$ cat src/hdl/klsh_pkg.sv
package klsh_pkg;

	localparam int MAX_K       = 32;
	localparam int MAX_PLANES  = 16;
	localparam int COEF_BITS   = 16;
	localparam int K_W         = $clog2(MAX_K);
	localparam int P_W         = $clog2(MAX_PLANES);
	localparam int STORE_DEPTH = MAX_PLANES * MAX_K;
	localparam int ADDR_W      = $clog2(STORE_DEPTH);
	localparam int CODE_W      = 3;
	localparam int PROD_W      = COEF_BITS + CODE_W;
	localparam int ACC_W       = PROD_W + K_W + 1;
	localparam int FILL_W      = K_W + 1;
	localparam int HASH_W      = 16;
	localparam int CFG_W       = 6;
	localparam int QDEPTH      = 2;

	localparam logic [0:0] OP_COEF = 1'b0;
	localparam logic [0:0] OP_BASE = 1'b1;

	localparam logic [0:0] REG_KMER_LENGTH   = 1'b0;
	localparam logic [0:0] REG_PLANES_IN_USE = 1'b1;

	// job handed from front to back: one full window to hash
	typedef struct packed {
		logic [MAX_K*CODE_W-1:0] window;  // index 0 = newest code
		logic [K_W-1:0]          klast;   // effective k minus one
		logic [P_W:0]            planes;  // active plane count
	} job_t;

	typedef enum logic [1:0] {
		BK_IDLE,
		BK_RUN,
		BK_DRAIN,
		BK_OUT
	} bk_state_t;

	// case-folded nucleotide code in half units
	function automatic logic signed [CODE_W-1:0] encode_base(input logic [7:0] ch);
		logic [7:0] c;
		c = (ch >= 8'h61 && ch <= 8'h7a) ? ch - 8'd32 : ch;
		unique case (c)
			8'h41:   encode_base = 3'sd2;
			8'h43:   encode_base = 3'sd1;
			8'h47:   encode_base = -3'sd1;
			8'h54:   encode_base = -3'sd2;
			default: encode_base = 3'sd0;
		endcase
	endfunction

endpackage

$ cat src/hdl/klsh_queue.sv
module klsh_queue (
	input  logic           clk,
	input  logic           arst_n,
	input  logic           push_valid,
	output logic           push_ready,
	input  klsh_pkg::job_t push_data,
	output logic           pop_valid,
	input  logic           pop_ready,
	output klsh_pkg::job_t pop_data
);
	import klsh_pkg::*;

	localparam int IW = $clog2(QDEPTH);

	job_t          slot_q [QDEPTH];
	logic [IW-1:0] wr_q;
	logic [IW-1:0] rd_q;
	logic [IW:0]   cnt_q;
	logic          push;
	logic          pop;

	assign push_ready = (cnt_q != (IW+1)'(QDEPTH));
	assign pop_valid  = (cnt_q != '0);
	assign push       = push_valid && push_ready;
	assign pop        = pop_valid && pop_ready;
	assign pop_data   = slot_q[rd_q];

	always_ff @(posedge clk) begin
		if (push) begin
			slot_q[wr_q] <= push_data;
		end
	end

	// pointer and count
	always_ff @(posedge clk or negedge arst_n) begin
		if (!arst_n) begin
			wr_q  <= '0;
			rd_q  <= '0;
			cnt_q <= '0;
		end else begin
			if (push) wr_q <= (wr_q == IW'(QDEPTH-1)) ? '0 : wr_q + 1'b1;
			if (pop)  rd_q <= (rd_q == IW'(QDEPTH-1)) ? '0 : rd_q + 1'b1;
			cnt_q <= cnt_q + (IW+1)'(push) - (IW+1)'(pop);
		end
	end

`ifndef SYNTHESIS
	a_cnt_range: assert property (@(posedge clk) disable iff (!arst_n)
		cnt_q <= (IW+1)'(QDEPTH)) else $error("queue count overflow");
	a_no_pop_empty: assert property (@(posedge clk) disable iff (!arst_n)
		(cnt_q == '0) |-> !pop) else $error("pop from empty queue");
	a_cnt_step: assert property (@(posedge clk) disable iff (!arst_n)
		(push && !pop) |=> (cnt_q == $past(cnt_q) + 1'b1)) else $error("count step");
`endif

endmodule

$ cat config.mk
export PLATFORM = sky130hd
export DESIGN_NAME = klsh_queue
export DESIGN_NICKNAME = d
export VERILOG_FILES = /design/src/hdl/klsh_pkg.sv /design/src/hdl/klsh_queue.sv
export SDC_FILE = /design/constraint.sdc
export NUM_CORES = 1
export LEC_CHECK = 0
export ABC_AREA = 1
export BUFFER_PORTS_ARGS = -buffer_cell sky130_fd_sc_hd__buf_4
export CAP_MARGIN = 20
export CORE_ASPECT_RATIO = 1.2
export CORE_MARGIN = 10
export CORE_UTILIZATION = 47
export DETAILED_ROUTE_END_ITERATION = 6
export HOLD_SLACK_MARGIN = 0.1
export PLACE_DENSITY = 0.85
export SYNTH_ARGS = -nofsm -noshare
export SYNTH_HDL_FRONTEND = slang
export SYNTH_SLANG_ARGS = --single-unit
$ cat constraint.sdc
create_clock -name clk -period 5.9 [get_ports clk]
set_input_delay 0.59 -clock clk [delete_from_list [all_inputs] [get_ports clk]]
set_output_delay 0.59 -clock clk [all_outputs]
set_load 0.01 [all_outputs]
# Yosys cells after proc, flatten, opt, wreduce, memory -nomap -nowiden
# Memory sizes are Yosys's and may differ from the RTL's.
# Index checks and enable logic that the tools add are counted.
# W data, S select, Z words.
# word_totals
register_bits	4
ramBits	212
input_bits	110
out_inout_bits	108
elab_cells	16
memories	1
# memory_table
name	depth	width	read_ports	rd_clocked_by_memory_dff	write_ports	line_no	rtl
slot_q	2	106	1	0	1	klsh_queue.sv:15	job_t slot_q [QDEPTH];
# classes
n_addsub	4
n_eq_ne	1
muxes	4
n_reduce_logical	3
# ops
operator	n
$mux W1	4
$add A1 B1 Y1 const B	2
$add A2 B1 Y2	1
$logic_and A1 B1 Y1	2
$ne A2 B2 Y1 const B	1
$reduce_bool A2 Y1	1
$sub A2 B1 Y2	1

# Logic depth before layout (Yosys ltp)
# depth
word_depth	4
ltp_mapped	12
mapped_depth_nobuf	12

# Least setup slack after synthesis
# Ideal clock, no wire load.
# synth_path
path_kind	reg-to-reg
start	reg cnt_q[1]
end	mem slot_q[1][0] in the netlist's numbering, enable pin
setup_time_ps	573
t_arrival_ps	5131
required_ps	5327
setup_slack_ps	196
path_stages_with_launch	4
path_buffers	0
synth_period_minus_slack_ps	5704
path_cell_list	dfrtp_1 > nand2_1 > nand2_1 > nor2_1
# synth_via
elab_chain_len	4
# synth_rtl
item	line_no	rtl
start, declared	klsh_queue.sv:18	logic [IW:0] cnt_q;
start signal, assigned	klsh_queue.sv:43	cnt_q <= cnt_q + (IW+1)'(push) - (IW+1)'(pop);
$ne A2 B2 Y1	klsh_queue.sv:22	assign push_ready = (cnt_q != (IW+1)'(QDEPTH));
named net push_ready	klsh_queue.sv:5	output logic push_ready,
$logic_and A1 B1 Y1	klsh_queue.sv:24	assign push = push_valid && push_ready;
$mux W1	klsh_queue.sv:29	if (push) begin
$mux W1 (implied by the code)	klsh_queue.sv:30	slot_q[wr_q] <= push_data;
end, declared	klsh_queue.sv:15	
# The timed path passes the listed nets, and every way through them passes these cells.

==> impl_metrics.yaml <==
synth:
  synth_mux_area_share_pct: 0
  synth-simple-area-share_pct: 15.8
  yosys.area.top_type_share_pct: 80.2
  syn_area_per_cell_sq_um: 13.6
  post_synthesis_net_count: 696
  synth_cell_area_sq_um: 7940
  synth-adder-area-share_pct: 0.158
  synth_top_family_by_area: "simple AND/OR/NAND/NOR gates"
  synth_compound_gate_area_share_pct: 0.126
  synth-xor-area-share_pct: 0.110
  synth_area_leader_cell: "sky130_fd_sc_hd__edfxtp_1"
  synth_warnings: 0
  synth.distinct_cells: 14
  synth_seq_area_share_pct: 81.4
  ys_ff_latch: 216
  netlist_instances: 585
  synth_area_leaders: "sky130_fd_sc_hd__edfxtp_1 (80%), sky130_fd_sc_hd__nand2_1 (15%), sky130_fd_sc_hd__dfrtp_1 (1.3%)"
timing:
  worstMarginPinSlew_ns: 0.730
  hold_violation_total_from_the_final_report: 0
  finClkSkew_ns: 0.00816
  number_of_failing_setup_endpoints_in_the_final_timing_report: 0
  grt_setup_unrepaired: "false"
  max_clock_freq_mhz: 336
  final_period_minus_worst_setup_slack_ns: 2.98
  timing.final.crit_share_pct: 50.5
  timing.max_slew.rel_slack_pct: 51.3
  setup_tns_ns: 0
  slew_viol_final: 0
critical_path:
  reg2reg_depth: 5
  timing_worst_setup_path_type: "register to output port"
  cp-startpoint: "rd_q"
  cp_data_arrival_time_ns: 2.39
  timing.reg2reg.setup_slack_ns: 3.31
  endpoint_kind: "output port"
  worst_setup_path_start_kind: "register"
  timing.critical_path.required_ns: 5.31
  crit_path_max_fanout: 58
  r2r-start: "cnt_q[1]"
  endpoint: "pop_data[17]"
  r2r-end: "slot_q[1][85]"
min_path:
  hold_class: "input port to register"
clock_tree:
  cts.root.buffer_cell: "sky130_fd_sc_hd__clkbuf_16"
  post-cts-setup-buffer-count: 0
  cts_tree: "built"
  cts.clk_slew.worst_paths_ns: 0.07
  h_tree_depth: 1
  cts_made_buffers: 21
  cts.path.max_buffers: 3
  cts.sinks: 216
  clk-insertion-delay-late_ns: 0.49
pwr:
  p_comb_share_pct: 33.5
  leakage_nw: 4.45
  cell_pwr_density_nw_per_um2: 509
  power.ir.vdd_worst_mv: 0.544
  switching_component_of_the_power_mw: 1.75
  switching_share_pct: 32.9
  internal-power_mw: 3.57
  power.share.sequential_pct: 42.2
  clock_network_power_share_pct: 24.3
die:
  floorplan.die.width_um: 139
  die_y_um: 162
  placement_rows: 52
  io_pins: 218
  initial_utilization_pct: 47.5
  core_area_sq_um: 16700
  fp.dieArea_sq_um: 22500
route:
  detailedRoute.firstIterationViolations: 273
  vias: 4961
  post_drt_wl_per_cell_um: 17.3
  postRouteWirelength_mm: 18.0
  route.detailed.vias_per_inst: 4.77
  drtAntennaViolNets: 0
  detail_route.drc_violations: 0
  firstDrtPassIters: 4
layout:
  drive_gt1_share_pct: 31.7
  mostFrequentLayoutCells: "sky130_fd_sc_hd__nand2_1 (327), sky130_fd_sc_hd__buf_4 (222), sky130_fd_sc_hd__edfxtp_1 (212), sky130_fd_sc_hd__clkbuf_16 (21), sky130_fd_sc_hd__inv_1 (7)"
  area_delta_synth_final_pct: 31.6
  nFillCells: 1237
  stdcell_area_sq_um: 10500
  design.final.nets: 920
  mostFrequentLayoutCell: "sky130_fd_sc_hd__nand2_1"
  n_antenna_cell: 0
flow_run:
  drv_cap: 0
grt:
  gr-usage-all-layers_pct: 15.0
  grt_remaining_overflow: 0
  pin_count_of_the_biggest_net_entering_global_routing: 108
  antenna_found_initial: 1
  grt_pass1_wl_mm: 27.1
  grt_pass1_vias: 5157
placement:
  weighted_congestion_at_the_end_of_routability_driven_global_placement: 0.768
  placed_cell_area_sq_um: 9740
  io_buffers: 217
  dp.final_hpwl_mm: 12.1
outcome:
  outcome: "complete, no violations"
==> critical path: stages, from the launching register on <==
cell	delay [ns]
sky130_fd_sc_hd__dfrtp_4	0.72
sky130_fd_sc_hd__inv_4	0.51
sky130_fd_sc_hd__buf_12	0.32
sky130_fd_sc_hd__nand2_1	0.09
sky130_fd_sc_hd__nand2_1	0.10
sky130_fd_sc_hd__buf_4	0.13
==> repair_timing <==
action                                 in CTS  in global routing
gates resized for setup                     0                  0
hold buffers                                1                  0
endpoints found under the hold margin       4                  0
==> how the worst min path moves through the flow <==
| stage | startpoint | end | depth (start not counted) |
|---|---|---|---|
| after floorplan | arst_n | cnt_q[0] | 0 |
| after global placement | arst_n | cnt_q[0] | 1 |
| after detailed placement | arst_n | cnt_q[0] | 1 |
| after CTS | push_data[24] | slot_q[0][24] | 1 |
| after global routing | push_data[25] | slot_q[1][25] | 1 |
| final | push_data[24] | slot_q[0][24] | 1 |
==> flip-flops by register name, indices dropped and copies added, names as in the netlist <==
signal,flops
wr_q,1
cnt_q,2
slot_q,212
rd_q,1
==> synthesized netlist by cell type <==
library cell               instances
sky130_fd_sc_hd__a21oi_1           1
sky130_fd_sc_hd__buf_2            15
sky130_fd_sc_hd__buf_4             3
sky130_fd_sc_hd__buf_6             5
sky130_fd_sc_hd__dfrtp_1           4
sky130_fd_sc_hd__edfxtp_1        212
sky130_fd_sc_hd__ha_1              1
sky130_fd_sc_hd__inv_1             7
sky130_fd_sc_hd__inv_4             1
sky130_fd_sc_hd__nand2_1         327
sky130_fd_sc_hd__nand3_1           2
sky130_fd_sc_hd__nor2_1            5
sky130_fd_sc_hd__o21ai_0           1
sky130_fd_sc_hd__xor2_1            1
==> metal layers <==
layer	up-vias	global-route usage [%]	share of wire, %	wire length, um
met2	171	27.0	53	9590
li1	2414	-	-	-
met5	-	0	0.072	13
met3	40	4.00	6.8	1220
met4	2	5.46	2.7	487
met1	2334	16.6	37	6720
==> layout make-up <==
| cell class | count | area, sq um | area share, % |
|---|---|---|---|
| Sequential cell | 216 | 6470 | 61.9 |
| Timing Repair Buffer | 224 | 1700 | 16.2 |
| Multi-Input combinational cell | 338 | 1300 | 12.5 |
| Clock buffer | 22 | 529 | 5.06 |
| Tap cell | 216 | 270 | 2.59 |
| Clock inverter | 16 | 151 | 1.45 |
| Inverter | 8 | 32.5 | 0.311 |
==> kinds of logic after synthesis <==
family	after synthesis
and+or+nand+nor	334
AOI/OAI and AO/OA	2
buffers and inverters	31
adders and majority gates	1
DFF	216
xor gates and xnor gates	1
==> stage by stage <==
step / setup slack, ns / util (%) / cells / hold slack [ns] / total power [mW]
6_report: 2.92 / 62.5 / 1040 / 0.281 / 5.32
5_1_grt: 2.76 / 62.5 / 1040 / 0.259 / 5.62
4_1_cts: 2.65 / 62.4 / 1039 / 0.262 / 5.39
3_5_place_dp: 3.19 / 58.3 / 1000 / 0.392 / 4.09
3_3_place_gp: 3.22 / 58.3 / 1000 / 0.391 / 4.03
2_1_floorplan: 0.196 / - / 585 / 0.294 / 3.22
==> power by group through the flow <==
stage,combinational [mW],sequential [mW],clock [mW]
3_5_place_dp,1.81,2.28,0
2_1_floorplan,0.972,2.25,0
3_3_place_gp,1.78,2.26,0
5_1_grt,1.96,2.28,1.39
6_report,1.78,2.24,1.29
4_1_cts,1.82,2.25,1.32
Power figures use the tool's default switching activity.
