### src/hdl/klsh_ram.sv
module klsh_ram #(
	parameter int WIDTH = 16,
	parameter int DEPTH = 32
) (
	input  logic                     clk,
	input  logic                     we,
	input  logic [$clog2(DEPTH)-1:0] waddr,
	input  logic [WIDTH-1:0]         wdata,
	input  logic [$clog2(DEPTH)-1:0] raddr,
	output logic [WIDTH-1:0]         rdata
);

	logic [WIDTH-1:0] mem_q [DEPTH];

	// one write port, registered read
	always_ff @(posedge clk) begin
		if (we) begin
			mem_q[waddr] <= wdata;
		end
		rdata <= mem_q[raddr];
	end

endmodule

### config.mk
export PLATFORM = sky130hd
export DESIGN_NAME = klsh_ram
export DESIGN_NICKNAME = d
export VERILOG_FILES = /design/src/hdl/klsh_ram.sv
export SDC_FILE = /design/constraint.sdc
export NUM_CORES = 1
export LEC_CHECK = 0
export ABC_AREA = 1
export BUFFER_PORTS_ARGS = -buffer_cell sky130_fd_sc_hd__buf_2
export CORE_UTILIZATION = 60
export CTS_BUF_LIST = sky130_fd_sc_hd__clkbuf_8 sky130_fd_sc_hd__clkbuf_16
export DETAILED_ROUTE_END_ITERATION = 16
export PLACE_DENSITY = 0.82
export SLEW_MARGIN = 10
export SYNTH_ARGS = -nofsm -noshare
export SYNTH_HDL_FRONTEND = slang
export SYNTH_SLANG_ARGS = --single-unit
### constraint.sdc
create_clock -name clk -period 2.35 [get_ports clk]
set_input_delay 0.47 -clock clk [delete_from_list [all_inputs] [get_ports clk]]
set_output_delay 0.47 -clock clk [all_outputs]
set_load 0.02 [all_outputs]
* Word level (Yosys, flattened, before mapping) *
Memory sizes are Yosys's and may differ from the RTL's. A register that Yosys moved wholly into a read port is not among the register bits.
Cells that the tools add are included.

storage, ports and cells
  register bits after elaboration = 0
  bits in writable memories = 512
  input port bits = 28
  output and inout port bits = 16
  word-level logic and storage cells = 3
  memories = 1

cells by class
  mux-type cells = 2

memory list
  name   words  bits a word  read ports  clocked after memory_dff  write ports  RTL line  text
  mem_q  32     16           1           1                         1            13        logic [WIDTH-1:0] mem_q [DEPTH];

operator list
  kind              count
  1-bit 2-to-1 mux  2

* Longest topological paths before layout *
Gate-level depths: netlist of run 1.

  depth after elaboration = 2
  gate-level depth with buffers = 12
  depth with buffers taken out = 9

* Least setup slack after synthesis of run 1 *
No wires, ideal clock.

  kind = input to register
  start point = input waddr[0]
  end point = memory mem_q[0][0], enable pin
  setup time = 0.388 ns
  arrival time = 1.464 ns
  required time = 1.962 ns
  slack = 0.497 ns
  cell stages on the path = 3
  buffers on the path = 0
  path through = inv_1 nand3_1 nor2_1

RTL lines
  element      RTL line  text
  from (decl)  7         input logic [$clog2(DEPTH)-1:0] waddr,
  to (decl)    13

No word-level cell before the write port.

* Final worst setup path of run 1 *
  start point = register rdata[1] (read register of mem_q)
  end point = output rdata[1]

RTL lines
  element      RTL line  text
  from (decl)  10        output logic [WIDTH-1:0] rdata

No word-level cell between the ends.

==> run_results.csv, run 1 <==
group,metric,value,unit
yosys,synth_cell_type_count,15,
worst_setup_path,worst-path-max-fanout,1,
yosys,synth_flop_cell,"edfxtp_1",
global_routing,grt_max_degree,120,
final_layout,area_growth,11.07,%
worst_setup_path,crit_path_start_kind,"flip-flop",
pwr,comb_power_share,6.6,%
sta,worst_pin_slew,0.7425,ns
sta,whs,0.4175,ns
yosys,ys_seq_area_share,73.68,%
placed_design,dpl.hpwl,29830,um
die,start_util,61.36,%
die,io_pins,44,
drt,wl,53350,um
sta,finClkSkew,0.01528,ns
sta,layout_min_cycle_time,1.796,ns
pwr,p_sw,4332,uW
final_layout,layout-drive-gt1-share,9.958,%
yosys,synth-xor-area-share,0,%
pwr,p_per_area,833.1,mW/mm2
worst_setup_path,cp_num_buf_inv,1,
clock_network,clock_sinks,528,
clock_network,cts_setup_buffers,0,
worst_setup_path,worstRegToRegCells,8,
yosys,yosys-top-cells-area,"edfxtp_1, nand2_1, nand3_1, dfxtp_1, buf_6",
global_routing,grt_pass1_vias,14020,
worst_setup_path,r2r_end,"rdata[2]",
sta,max_freq,556.7,MHz
drt,drtIter0Drc,2147,
sta,finalHoldViolations,0,
global_routing,grt_overflow,0,
drt,post_drt_wl_per_cell,22.73,um
final_layout,fin_area,0.02366,mm2
yosys,synth_fa_ha_area_share,0,%
clock_network,cts_max_path_buffers,3,
yosys,yosysMostFrequentCell,"nand2_1",
clock_network,cts_tree,"yes",
yosys,synthSimpleGateAreaFrac,22.56,%
placed_design,place_area,0.02202,mm2
worst_setup_path,crit_chain,"buf_2",
hold_path,hold_path.startpoint,"raddr[4]",
yosys,yosys.area.top_type_share,72.18,%
yosys,yosys-top-cells-count,"nand2_1, edfxtp_1, nand3_1",
yosys,synth_top_family_by_area,"simple AND/OR/NAND/NOR gates",
yosys,yosysWarnings,0,
sta,relSlewSlack,50.45,%
worst_setup_path,worstPathArrival,1.33,ns
die,die_w,190.4,um
pwr,power,19710,uW
clock_network,clkTransAtPathRegs,0.06,ns
run_status,outcome,"complete, no violations",
yosys,muxShareOfSynthArea,0,%
worst_setup_path,r2r_slack,1.07,ns
clock_network,cts_resized,0,
drt,drc,0,
worst_setup_path,endpoint_kind,"output pin",
drt,drt_first_pass_iters,6,
clock_network,clock-root-buffer,"clkbuf_16",
pwr,pwr-share-seq,53.4,%
worst_setup_path,worstPathRequired,1.88,ns
pwr,ir_worst_vdd,0.5510,mV
pwr,swShare,21.98,%
pwr,p_int,15380,uW
final_layout,fin_util,68.16,%
die,fp.coreArea,0.03471,mm2
hold_path,hold_path_class,"primary input to flip-flop",
worst_setup_path,crit_type,"flip-flop to output pin",
yosys,synth_seq_cells,528,
sta,setup_violations,0,
hold_path,holdPathEnd,"rdata[15]",
drt,vias,14220,
global_routing,grt_pass1_wl,80500,um
yosys,synth_compound_area_share,0,%
die,die_h,190.4,um
die,die_area,0.03626,mm2
sta,timing.final.crit_share,76.44,%
pwr,power_leakage,0.008872,uW
sta,setup_tns,0,ns
global_routing,antenna_found_initial,3,
yosys,synth_cells,1794,
yosys,yosys.area.top_type,"edfxtp_1",
yosys,synth_nets,1822,
sta,slew_violations,0,
worst_setup_path,crit_family,"flip-flops",
worst_setup_path,critPathLaunch,"rdata[1]",
final_layout,fin_nets,1877,
run,maxCapViolCount,0,
yosys,syn_avg_cell_area,11.87,um2
placed_design,port_buffers,43,
hold_path,hold_depth,4,
die,rows,68,
drt,drtAntennaViolNets,0,
global_routing,grtUsageTotal,30.10,%
clock_network,worstSkewPairLatency,0.57,ns
yosys,synth_edf_count,512,
yosys,syn-cell-area,0.02130,mm2
yosys,async_flop_share,0,%
sta,rsz0062_at_grt,"false",
drt,drt-vias-per-instance,6.058,
pwr,clkPwrFrac,40.0,%
worst_setup_path,crit_slowest_cell,"dfxtp_1",
placed_design,routabilityCongestion,0.8871,
clock_network,cts_buffers,51,
clock_network,postCtsHoldBufs,0,
clock_network,cts_max_level,2,
worst_setup_path,r2r-start,"mem_q[31][2]",
worst_setup_path,cp_slowest_stage_delay,0.53,ns
[cell families after synthesis]
group | Yosys count
AND/OR/NAND/NOR | 1148
flip-flops | 528
buffers and inverters | 118
[registers in the layout, indices dropped and copies added (netlist names)]
signal,count
rdata,16
mem_q,512
[cell type report]
class                      instances  area [um2]
clock inverter                    33       225.2
timing repair buffer             110       902.1
multi-input combinational       1148        4805
clock buffer                      59        1409
antenna                            4       10.01
fill                            2310       11050
sequential                       528       15700
inverter                          10       45.04
tap                              455       569.3
[layer usage]
metal / track usage (%) / vias up / wire length (um) / share of wire, %
li1: - / 6353 / - / -
met3: 6.496 / 144 / 6751 / 13
met5: 0 / - / 0 / 0
met4: 15.48 / 0 / 2359 / 4.4
met1: 40.77 / 6727 / 19320 / 36
met2: 46.31 / 994 / 24920 / 47
[stage by stage]
step	cells	worst slack, ns
2_1_floorplan	1794	0.4972
6_report	2347	0.5537
3_3_place_gp	2251	0.2219
5_1_grt	2346	0.5266
3_5_place_dp	2251	0.1996
4_1_cts	2343	0.6024
[cell usage in the layout (no fill, tap or decap)]
cell and instances:
diode_2 4, clkinv_2 11, dfxtp_1 16, clkbuf_16 53
nand3_1 396, clkinv_4 1, nand2_1 720, clkinv_1 8
edfxtp_1 512, clkinvlp_4 1, inv_1 16, buf_2 41
inv_4 1, buf_6 1, nor2_1 32, inv_2 1
buf_4 54, bufinv_16 3, clkbuf_8 6, inv_6 1
buf_12 14
[worst max-delay path by stage]
stage	cells past startpoint	end	slack, ns
final	1	rdata[1]	0.55
after global routing	1	rdata[1]	0.53
after CTS	1	rdata[1]	0.60
after detailed placement	12	rdata[5]	0.20
after global placement	12	rdata[5]	0.22
after floorplan	3	mem_q[0][0]	0.50
[power groups by stage]
stage               clock [uW]  combinational, uW  sequential [uW]
floorplan                    0                727            10700
global placement             0               1210            10700
detailed placement           0               1250            10700
CTS                       7930               1270            10500
global route              8290               1390            10500
finish                    7890               1290            10500
(Power assumes the default switching activity.)
==> run 2: changes to the inputs <==
Clock period 2.35 ns to 1.9 ns, I/O delays scaled along.
==> run_results.csv, run 2 (synthesis results as in run 1) <==
group,metric,value,unit
placed_design,dp_slack,0.04794,ns
sta,setup_tns,0,ns
worst_setup_path,critPathLaunch,"rdata[9]",
worst_setup_path,r2r_end,"rdata[0]",
global_routing,grtUsageTotal,30.21,%
sta,timing.final.crit_share,80.88,%
final_layout,ff_latch_area,0.01570,mm2
final_layout,regMostFlops,"mem_q",
pwr,comb_power_share,6.8,%
drt,drt-vias-per-instance,6.134,
global_routing,grt_max_degree,91,
final_layout,final_cell_mix,"nand2_1, edfxtp_1, nand3_1",
sta,rsz0062_at_grt,"false",
global_routing,grt_use_met1,41.22,%
worst_setup_path,crit_path_start_kind,"flip-flop",
worst_setup_path,crit_type,"flip-flop to output pin",
die,start_util,61.36,%
die,fp.coreArea,0.03471,mm2
run_status,outcome,"complete, no violations",
global_routing,grt_pass1_vias,14240,
clock_network,cts_resized,0,
pwr,swShare,22.10,%
sta,max_freq,650.7,MHz
hold_path,hold_path_class,"primary input to flip-flop",
pwr,ir_worst_vdd,0.7851,mV
clock_network,cts_tree,"yes",
final_layout,area_growth,13.10,%
clock_network,cts_buffers,52,
die,io_pins,44,
sta,finalHoldViolations,0,
clock_network,clock_sinks,528,
pwr,clkPwrFrac,40.1,%
global_routing,antenna_found_initial,1,
final_layout,reg.largest.list,"mem_q x512, rdata x16",
drt,drtIter0Drc,1928,
worst_setup_path,endpoint_kind,"output pin",
placed_design,dpl.hpwl,30900,um
final_layout,largest_reg_flops,512,
drt,drt_first_pass_iters,6,
drt,wl,53930,um
worst_setup_path,r2r_slack,0.58,ns
die,die_area,0.03626,mm2
hold_path,hold_path.startpoint,"raddr[4]",
placed_design,port_buffers,43,
final_layout,layout-drive-gt1-share,10.94,%
sta,finClkSkew,0.01504,ns
global_routing,grt_util_met2,47.71,%
sta,worst_pin_slew,0.7679,ns
sta,setup_violations,0,
worst_setup_path,r2r-start,"mem_q[8][0]",
hold_path,hold_depth,4,
worst_setup_path,crit_family,"flip-flops",
global_routing,grt_overflow,0,
clock_network,postCtsHoldBufs,0,
global_routing,grt_pass1_wl,81090,um
clock_network,worstSkewPairLatency,0.56,ns
placed_design,routabilityCongestion,0.8509,
pwr,p_per_area,1018,mW/mm2
worst_setup_path,worstPathRequired,1.52,ns
sta,slew_violations,0,
drt,vias,14570,
die,rows,68,
run,maxCapViolCount,0,
drt,drc,0,
drt,post_drt_wl_per_cell,22.71,um
die,die_h,190.4,um
sta,layout_min_cycle_time,1.537,ns
pwr,power,24510,uW
sta,layout_setup_ws,0.3633,ns
worst_setup_path,crit_slowest_cell,"dfxtp_1",
drt,drtAntennaViolNets,0,
hold_path,holdPathEnd,"rdata[2]",
global_routing,use_met3,5.889,%
clock_network,clkTransAtPathRegs,0.07,ns
pwr,p_int,19100,uW
final_layout,fillers,2254,
final_layout,fin_nets,1907,
pwr,pwr-share-seq,53.1,%
global_routing,busiest_layer,"met2",
final_layout,multi_input_area,0.004805,mm2
pwr,power_leakage,0.009087,uW
worst_setup_path,worst-path-max-fanout,1,
worst_setup_path,worstRegToRegCells,8,
clock_network,cts_max_level,2,
pwr,p_sw,5419,uW
worst_setup_path,cp_slowest_stage_delay,0.39,ns
clock_network,cts_setup_buffers,0,
worst_setup_path,worstPathArrival,1.16,ns
final_layout,mostFrequentLayoutCell,"nand2_1",
clock_network,clock-root-buffer,"clkbuf_16",
sta,relSlewSlack,48.80,%
worst_setup_path,cp_num_buf_inv,1,
die,die_w,190.4,um
worst_setup_path,crit_chain,"buf_2",
clock_network,cts_max_path_buffers,3,
run 2: cell count changes in the layout (fill, tap and decap cells not counted), moves of 3 or more:
cell,delta
inv_1,+4
clkbuf_8,-5
diode_2,-3
buf_4,+12
clkinv_1,+5
buf_12,+17
clkinv_2,-4
run 2: layout make-up:
cell class                      count  share of cell area (%)
Tap cell                          455                   2.363
Clock inverter                     39                   1.153
Antenna cell                        1                 0.01039
Clock buffer                       55                   5.666
Sequential cell                   528                   65.15
Timing Repair Buffer              139                   5.531
Inverter                           10                  0.1870
Multi-Input combinational cell   1148                   19.94
run 2: worst max path at each step:
stage	slack (ns)	end	cells after the start
after global placement	0.11	rdata[5]	11
after global routing	0.34	rdata[9]	1
after detailed placement	0.05	rdata[5]	11
final	0.36	rdata[9]	1
after floorplan	0.14	mem_q[0][0]	3
after CTS	0.35	rdata[9]	1
run 2: stage by stage:
stage | util, % | area (um2) | hold WS, ns | cells
2_1_floorplan | - | 21300 | 0.4789 | 1794
5_1_grt | 69.40 | 24090 | 0.3178 | 2375
3_3_place_gp | 64.66 | 22450 | 0.7340 | 2280
4_1_cts | 69.40 | 24090 | 0.3032 | 2374
3_5_place_dp | 64.66 | 22450 | 0.7506 | 2280
6_report | 69.40 | 24090 | 0.3214 | 2375
run 2: power by group through the flow:
stage | Sequential, uW | Combinational (uW) | Clock [uW]
finish | 13000 | 1670 | 9840
global route | 13000 | 1790 | 10300
CTS | 13000 | 1630 | 9860
detailed placement | 13200 | 1610 | 0
global placement | 13200 | 1550 | 0
floorplan | 13300 | 900 | 0
run 2: per-layer routing:
layer | up-vias | wire [um]
met5 | - | 0
met4 | 0 | 2359
met3 | 192 | 7137
met2 | 1090 | 25150
met1 | 6884 | 19290
li1 | 6402 | -
