<file path="src/hdl/klsh_pkg.sv">
package klsh_pkg;

	localparam int MAX_K       = 32;
	localparam int MAX_PLANES  = 16;
	localparam int COEF_BITS   = 16;
	localparam int K_W         = $clog2(MAX_K);
	localparam int P_W         = $clog2(MAX_PLANES);
	localparam int STORE_DEPTH = MAX_PLANES * MAX_K;
	localparam int ADDR_W      = $clog2(STORE_DEPTH);
	localparam int CODE_W      = 3;
	localparam int PROD_W      = COEF_BITS + CODE_W;
	localparam int ACC_W       = PROD_W + K_W + 1;
	localparam int FILL_W      = K_W + 1;
	localparam int HASH_W      = 16;
	localparam int CFG_W       = 6;
	localparam int QDEPTH      = 2;

	localparam logic [0:0] OP_COEF = 1'b0;
	localparam logic [0:0] OP_BASE = 1'b1;

	localparam logic [0:0] REG_KMER_LENGTH   = 1'b0;
	localparam logic [0:0] REG_PLANES_IN_USE = 1'b1;

	// job handed from front to back: one full window to hash
	typedef struct packed {
		logic [MAX_K*CODE_W-1:0] window;  // index 0 = newest code
		logic [K_W-1:0]          klast;   // effective k minus one
		logic [P_W:0]            planes;  // active plane count
	} job_t;

	typedef enum logic [1:0] {
		BK_IDLE,
		BK_RUN,
		BK_DRAIN,
		BK_OUT
	} bk_state_t;

	// case-folded nucleotide code in half units
	function automatic logic signed [CODE_W-1:0] encode_base(input logic [7:0] ch);
		logic [7:0] c;
		c = (ch >= 8'h61 && ch <= 8'h7a) ? ch - 8'd32 : ch;
		unique case (c)
			8'h41:   encode_base = 3'sd2;
			8'h43:   encode_base = 3'sd1;
			8'h47:   encode_base = -3'sd1;
			8'h54:   encode_base = -3'sd2;
			default: encode_base = 3'sd0;
		endcase
	endfunction

endpackage

</file>
<file path="src/hdl/klsh_front.sv">
module klsh_front (
	input  logic                             clk,
	input  logic                             arst_n,
	input  logic                             in_valid,
	output logic                             in_ready,
	input  logic                             op,
	input  logic [3:0]                       plane_index,
	input  logic [4:0]                       coef_position,
	input  logic signed [15:0]               coef_value,
	input  logic [7:0]                       base_char,
	input  logic                             read_start,
	input  logic [5:0]                       kmer_length,
	input  logic [4:0]                       planes_in_use,
	input  logic                             store_busy,
	output logic                             coef_we,
	output logic [klsh_pkg::ADDR_W-1:0]      coef_waddr,
	output logic [klsh_pkg::COEF_BITS-1:0]   coef_wdata,
	output logic                             job_valid,
	input  logic                             job_ready,
	output klsh_pkg::job_t                   job
);
	import klsh_pkg::*;

	logic [MAX_K*CODE_W-1:0] win_q;
	logic [FILL_W-1:0]       fill_q;
	logic [MAX_K*CODE_W-1:0] win_next;
	logic [FILL_W-1:0]       fill_base;
	logic [FILL_W-1:0]       fill_next;
	logic [FILL_W-1:0]       k_eff;
	logic [P_W:0]            np_eff;
	logic                    take;
	logic                    is_base;
	logic                    emit;

	assign is_base  = (op == OP_BASE);
	// a coefficient write waits until no job needs the store; a base waits
	// only when it makes a job and the queue is full
	assign in_ready = is_base ? (!emit || job_ready) : !store_busy;
	assign take     = in_valid && in_ready;

	// coefficient store write
	assign coef_we    = take && !is_base;
	assign coef_waddr = ADDR_W'({plane_index, coef_position});
	assign coef_wdata = COEF_BITS'(coef_value);

	// effective k and plane count
	always_comb begin
		if (kmer_length == 6'd0) begin
			k_eff = FILL_W'(1);
		end else if (kmer_length > 6'(MAX_K)) begin
			k_eff = FILL_W'(MAX_K);
		end else begin
			k_eff = FILL_W'(kmer_length);
		end
		if (planes_in_use > 5'(MAX_PLANES)) begin
			np_eff = (P_W+1)'(MAX_PLANES);
		end else begin
			np_eff = (P_W+1)'(planes_in_use);
		end
	end

	// window shift with optional clear at read start
	always_comb begin
		win_next  = read_start ? '0 : win_q;
		fill_base = read_start ? '0 : fill_q;
		win_next  = {win_next[(MAX_K-1)*CODE_W-1:0], encode_base(base_char)};
		fill_next = (fill_base < FILL_W'(MAX_K)) ? fill_base + 1'b1 : fill_base;
	end

	assign emit = (fill_next >= k_eff);

	always_ff @(posedge clk or negedge arst_n) begin
		if (!arst_n) begin
			win_q  <= '0;
			fill_q <= '0;
		end else if (take && is_base) begin
			win_q  <= win_next;
			fill_q <= fill_next;
		end
	end

	assign job_valid    = in_valid && is_base && emit;
	assign job.window   = win_next;
	assign job.klast    = K_W'(k_eff - 1'b1);
	assign job.planes   = np_eff;

endmodule

</file>
<file path="config.mk">
export PLATFORM = sky130hd
export DESIGN_NAME = klsh_front
export DESIGN_NICKNAME = d
export VERILOG_FILES = /design/src/hdl/klsh_pkg.sv /design/src/hdl/klsh_front.sv
export SDC_FILE = /design/constraint.sdc
export NUM_CORES = 1
export LEC_CHECK = 0
export BUFFER_PORTS_ARGS = -buffer_cell sky130_fd_sc_hd__buf_2
export CAP_MARGIN = 20
export CELL_PAD_IN_SITES_DETAIL_PLACEMENT = 0
export CELL_PAD_IN_SITES_GLOBAL_PLACEMENT = 1
export CORE_MARGIN = 2
export CORE_UTILIZATION = 38
export CTS_CLUSTER_SIZE = 8
export DETAILED_ROUTE_END_ITERATION = 8
export GPL_TIMING_DRIVEN = 0
export PLACE_DENSITY = 0.78
export SYNTH_ARGS = -nofsm -noshare
export SYNTH_HDL_FRONTEND = slang
export SYNTH_SLANG_ARGS = --single-unit
</file>
<file path="constraint.sdc">
create_clock -name clk -period 4.3 [get_ports clk]
set_input_delay 0.86 -clock clk [delete_from_list [all_inputs] [get_ports clk]]
set_output_delay 0.86 -clock clk [all_outputs]
set_load 0.02 [all_outputs]
</file>
# Word level (Yosys, flattened, before mapping)
# Index checks and enable logic that the tools add are counted.
# W data, S select, Z words.
dict set report word_totals {
  word_cells 35
  in_bits 51
  output_inout_bits 134
  register_bits 99
}
dict set report op_classes {
  order_cmp 6
  n_eq_ne 4
  muxes 9
  reduce_logical 11
  add_sub_neg 3
}
# operator count
set ops {}
lappend ops {{$mux W93} 1}
lappend ops {{$eq A8 B7 Y1 const B} 4}
lappend ops {{$mux W6} 4}
lappend ops {{$pmux W3 S4} 1}
lappend ops {{$ge A8 B7 Y1 const B} 1}
lappend ops {{$le A8 B7 Y1 const B} 1}
lappend ops {{$mux W8} 1}
lappend ops {{$sub A8 B6 Y8 const B} 1}
lappend ops {{$add A6 B1 Y6 const B} 1}
lappend ops {{$ge A6 B6 Y1} 1}
lappend ops {{$gt A6 B6 Y1 const B} 1}
lappend ops {{$logic_and A1 B1 Y1} 6}
lappend ops {{$logic_not A6 Y1} 1}
lappend ops {{$lt A6 B6 Y1 const B} 1}
lappend ops {{$gt A5 B5 Y1 const B} 1}
lappend ops {{$mux W5} 1}
lappend ops {{$sub A5 B1 Y5 const B} 1}
lappend ops {{$logic_not A1 Y1} 3}
lappend ops {{$logic_or A1 B1 Y1} 1}
lappend ops {{$mux W1} 1}

# Logic depth before layout (Yosys ltp)
dict set report depth {
  word_depth 9
  ltp_mapped 16
  mapped_depth_nobuf 13
}

# Worst setup path after synthesis
# Ideal clock, no wire load.
dict set report synth_timing {
  path_kind {input port to output port}
  start {input port read_start}
  end {output port in_ready}
  arrival_ns 3.291
  t_required_ns 3.440
  n_path_buf 2
  path_slack_ns 0.149
  cell_stages 13
  path_cell_list {clkbuf_1 -> clkbuf_1 -> nor2b_1 -> ha_1 -> nor2b_1 -> nand3_1 -> xor2_1 -> nor2_1 -> ha_1 -> a21o_1 -> a21oi_1 -> o211ai_1 -> a31oi_1}
}
dict set report synth_via {
  elab_chain_len 7
  elab_cells_between_ends 8
  cone_classes {1 x add/sub; 2 x order compare; 3 x mux; 2 x reduce/logical}
}
# element line
set synth_lines {}
lappend synth_lines {{start: declaration} klsh_front.sv:11} ;# input logic read_start,
lappend synth_lines {{$mux W6 *} klsh_front.sv:65} ;# fill_base = read_start ? '0 : fill_q;
lappend synth_lines {{$add A6 B1 Y6 / $lt A6 B6 Y1 (equally long branches)} klsh_front.sv:67} ;# fill_next = (fill_base < FILL_W'(MAX_K)) ? fill_base + 1'b1 : fill_base;
lappend synth_lines {{$mux W6 *} klsh_front.sv:67}
lappend synth_lines {{net fill_next[4]} klsh_front.sv:28} ;# logic [FILL_W-1:0] fill_next;
lappend synth_lines {{$ge A6 B6 Y1 *} klsh_front.sv:70} ;# assign emit = (fill_next >= k_eff);
lappend synth_lines {{$logic_not A1 Y1 *} klsh_front.sv:38} ;# assign in_ready = is_base ? (!emit || job_ready) : !store_busy;
lappend synth_lines {{$logic_or A1 B1 Y1 *} klsh_front.sv:38}
lappend synth_lines {{$mux W1 *} klsh_front.sv:38}
lappend synth_lines {{end: declaration} klsh_front.sv:5} ;# output logic in_ready,
# Mark *: on every way through the listed nets, which the timed path passes. The rest lies on a longest branch.

# Worst setup path after layout
# Same ends and word-level chain as after synthesis.

==> flow_summary.toml <==
[placed_design]
pre_cts_slack_ns = -0.761
hpwl_um = 8000
gp_congestion = 0.793
numPortBuffers = 159

[worst_hold_path]
hold_path_end = "win_q[43]"
hold_start = "win_q[43]"
min_path_type = "flop to flop"
holdPathStages = 1

[drt]
wirelength_um = 10600
drt-wirelength-per-cell_um = 13.8
drc_errors = 0
first_pass_iters = 4
ant_nets = 0
viasPerCell = 4.66
vias = 3599
drtIter0Drc = 191

[synthesis]
syn_nets = 482
synth_area_leaders = "dfrtp_1 (49%), mux2_2 (20%), nor2b_1 (13%), buf_4 (4.9%), ha_1 (2.2%)"
yosysTopAreaCellShare_pct = 49.0
netlist_instances = 422
yosys.area.top_type = "dfrtp_1"
synth.distinct_cells = 34
ys_warn_count = 0
postSynthAreaPerCell_um2 = 12.0
ys_ff_latch = 99
ys_seq_area_share_pct = 49.0
syn_area_um2 = 5050

[global_route]
grt_pass1_vias = 3546
grtUsageTotal_pct = 15.5
grt_max_degree = 56
grt_pass1_wl_um = 17600
antenna_found_initial = 0
overflow = 0

[critical_path]
cpMostUsedCell = "ha_1"
cp-start-kind = "input port"
max_stage_delay_ns = 0.34
r2r_cells = 14
cp_data_arrival_time_ns = 3.21
cp_max_fo = 21
r2r-end = "win_q[48]"
cp.required_ns = 3.44
regToRegStartpoint = "fill_q[1]"
timing.critical_path.buf_inv = 2
slowest_stage = "ha_1"
crit_chain = "clkbuf_4 -> nor2b_1 -> ha_1 -> nor2b_2 -> nand3_1 -> xor2_1 -> nor2_1 -> ha_1 -> a21o_1 -> a21oi_1 -> o211ai_1 -> a31oi_1 -> buf_2"
critPathTopFamily = "compound AO/OA/AOI/OAI gates"
cp-end-kind = "output port"
critPathKind = "input port to output port"
r2r_setup_slack_ns = 0.84

[timing]
timing_hold_violations_final = 0
layout_setup_ws_ns = 0.229
fin_crit_sh_pct = 94.7
slew_headroom_pct = 60.3
skew_ns = 0.00776
slew_viol_final = 0
fmax_ghz = 0.246
rsz0062_at_grt = "no"
fin_crit_ns = 4.07
final-setup-viol-count = 0
worst_pin_slew_ns = 0.596

[clocking]
cts.clk_slew.worst_paths_ns = 0.07
clock_sinks = 99
h-tree-depth = 3
insertion_delay_ns = 0.35
root_buffer = "clkbuf_16"
cts_tree = "yes"
hold_buffers = 0
clockBufferDepth = 2
cts_buffers = 9

[cells_and_area]
antenna_cells = 0
layout-drive-gt1-share_pct = 51.2
area_growth_pct = 27.1
final_cell_mix = "buf_2 (157), nor2b_1 (103), dfrtp_1 (99)"
nets = 651
final_common_cell = "buf_2"

[status]
status = "finished clean"

[power]
vdd_ir_drop_max_v = 0.000196
power.total_uw = 2100
pwr_density_cell_nw_per_um2 = 327
leakage_uw = 0.00354

[floorplan]
die_w_um = 119
pin_count = 185
start_util_pct = 38.6
die_area_um2 = 14200
fp.coreArea_um2 = 13100
die_y_um = 119
placementRows = 42

[flow_run]
maxCapViolCount = 0
flip-flops by register name, indices dropped and copies added, names as in the netlist:
signal and count:
win_q 93, fill_q 6
kinds of logic after synthesis:
kind of cell	Yosys count	synth area share (%)
xor gates and xnor gates	6	1.04
AOI/OAI and AO/OA	19	2.75
muxes	100	22.3
buffers and inverters	54	6.76
DFF	99	49.0
adders and majority gates	9	2.23
and+or+nand+nor	135	15.9
report_power, final:
group / internal (µW) / switching, µW / total, µW / leakage (µW)
logic: 113 / 150 / 263 / 0.00201
clock network: 526 / 357 / 883 / 0.000155
registers: 944 / 12.5 / 956 / 0.00138
worst reg2reg max path, delay by kind of cell, from the launching register on:
kind	cells	cell delay (ns)
fa+ha+maj	2	0.55
flops	1	0.41
compound gates	4	1.02
xor+xnor	1	0.17
simple gates	4	0.49
mux	1	0.33
buf+inv	2	0.40
cell usage after synthesis:
master,instances
nor2b_1,104
dfrtp_1,99
mux2_2,90
buf_4,33
clkbuf_1,12
nor2_1,10
ha_1,9
mux2_1,9
inv_1,7
nand2_1,6
o21ai_0,6
a21oi_1,3
nand2b_1,3
xnor2_1,3
xor2_1,3
a31oi_1,2
and3_1,2
buf_6,2
nand3_1,2
nand4_1,2
nor3_1,2
a21o_1,1
a22o_1,1
a31o_2,1
a31oi_4,1
and3b_1,1
mux2i_1,1
nor3b_1,1
nor4_1,1
o2111a_1,1
o211ai_1,1
o2bb2ai_1,1
o31ai_1,1
or2_2,1
worst max-delay path by stage:
stage                    start  slack, ns  cells past startpoint         to
floorplan           read_start       0.15                     13   in_ready
global placement    read_start      -0.69                     17  win_q[42]
detailed placement  read_start      -0.76                     17  win_q[48]
CTS                 read_start       0.01                     14   in_ready
global route        read_start       0.02                     13   in_ready
finish              read_start       0.23                     13   in_ready
per-layer routing:
| layer | global-route usage (%) | routed length (µm) | up-vias |
|---|---|---|---|
| met2 | 24.3 | 4910 | 123 |
| met4 | 5.29 | 151 | 0 |
| met3 | 4.55 | 858 | 12 |
| met1 | 20.5 | 4720 | 1723 |
| li1 | - | - | 1741 |
| met5 | 0 | 0 | - |
layout make-up:
type	instances	area, µm²
well taps	176	220
plain buffers	45	308
inverters	7	26.3
repair buffers	160	828
clock inverters	6	88.8
fillers	1179	6660
flip-flops and latches	99	2480
clock buffers	10	239
multi-input cells	269	2230
per-stage QoR:
step | hold slack (ns) | cell area [µm²] | std cells | TNS, ns | util [%]
4_1_cts | 0.483 | 6430 | 773 | 0 | 49.1
3_3_place_gp | 0.459 | 6070 | 757 | -58.90 | 46.4
2_1_floorplan | 0.450 | 5050 | 422 | 0 | -
6_report | 0.477 | 6420 | 772 | 0 | 49.1
3_5_place_dp | 0.467 | 6100 | 758 | -65.74 | 46.6
5_1_grt | 0.501 | 6420 | 772 | 0 | 49.1
what timing repair did:
| action | in CTS | in global routing |
|---|---|---|
| endpoints found under the setup margin | 101 | 2 |
| pin swaps | 0 | 3 |
| hold endpoints to repair | 0 | 0 |
| gates resized for setup | 3 | 2 |
| buffers inserted | 0 | 0 |
Note: power is estimated with default switching activity, not from simulation.
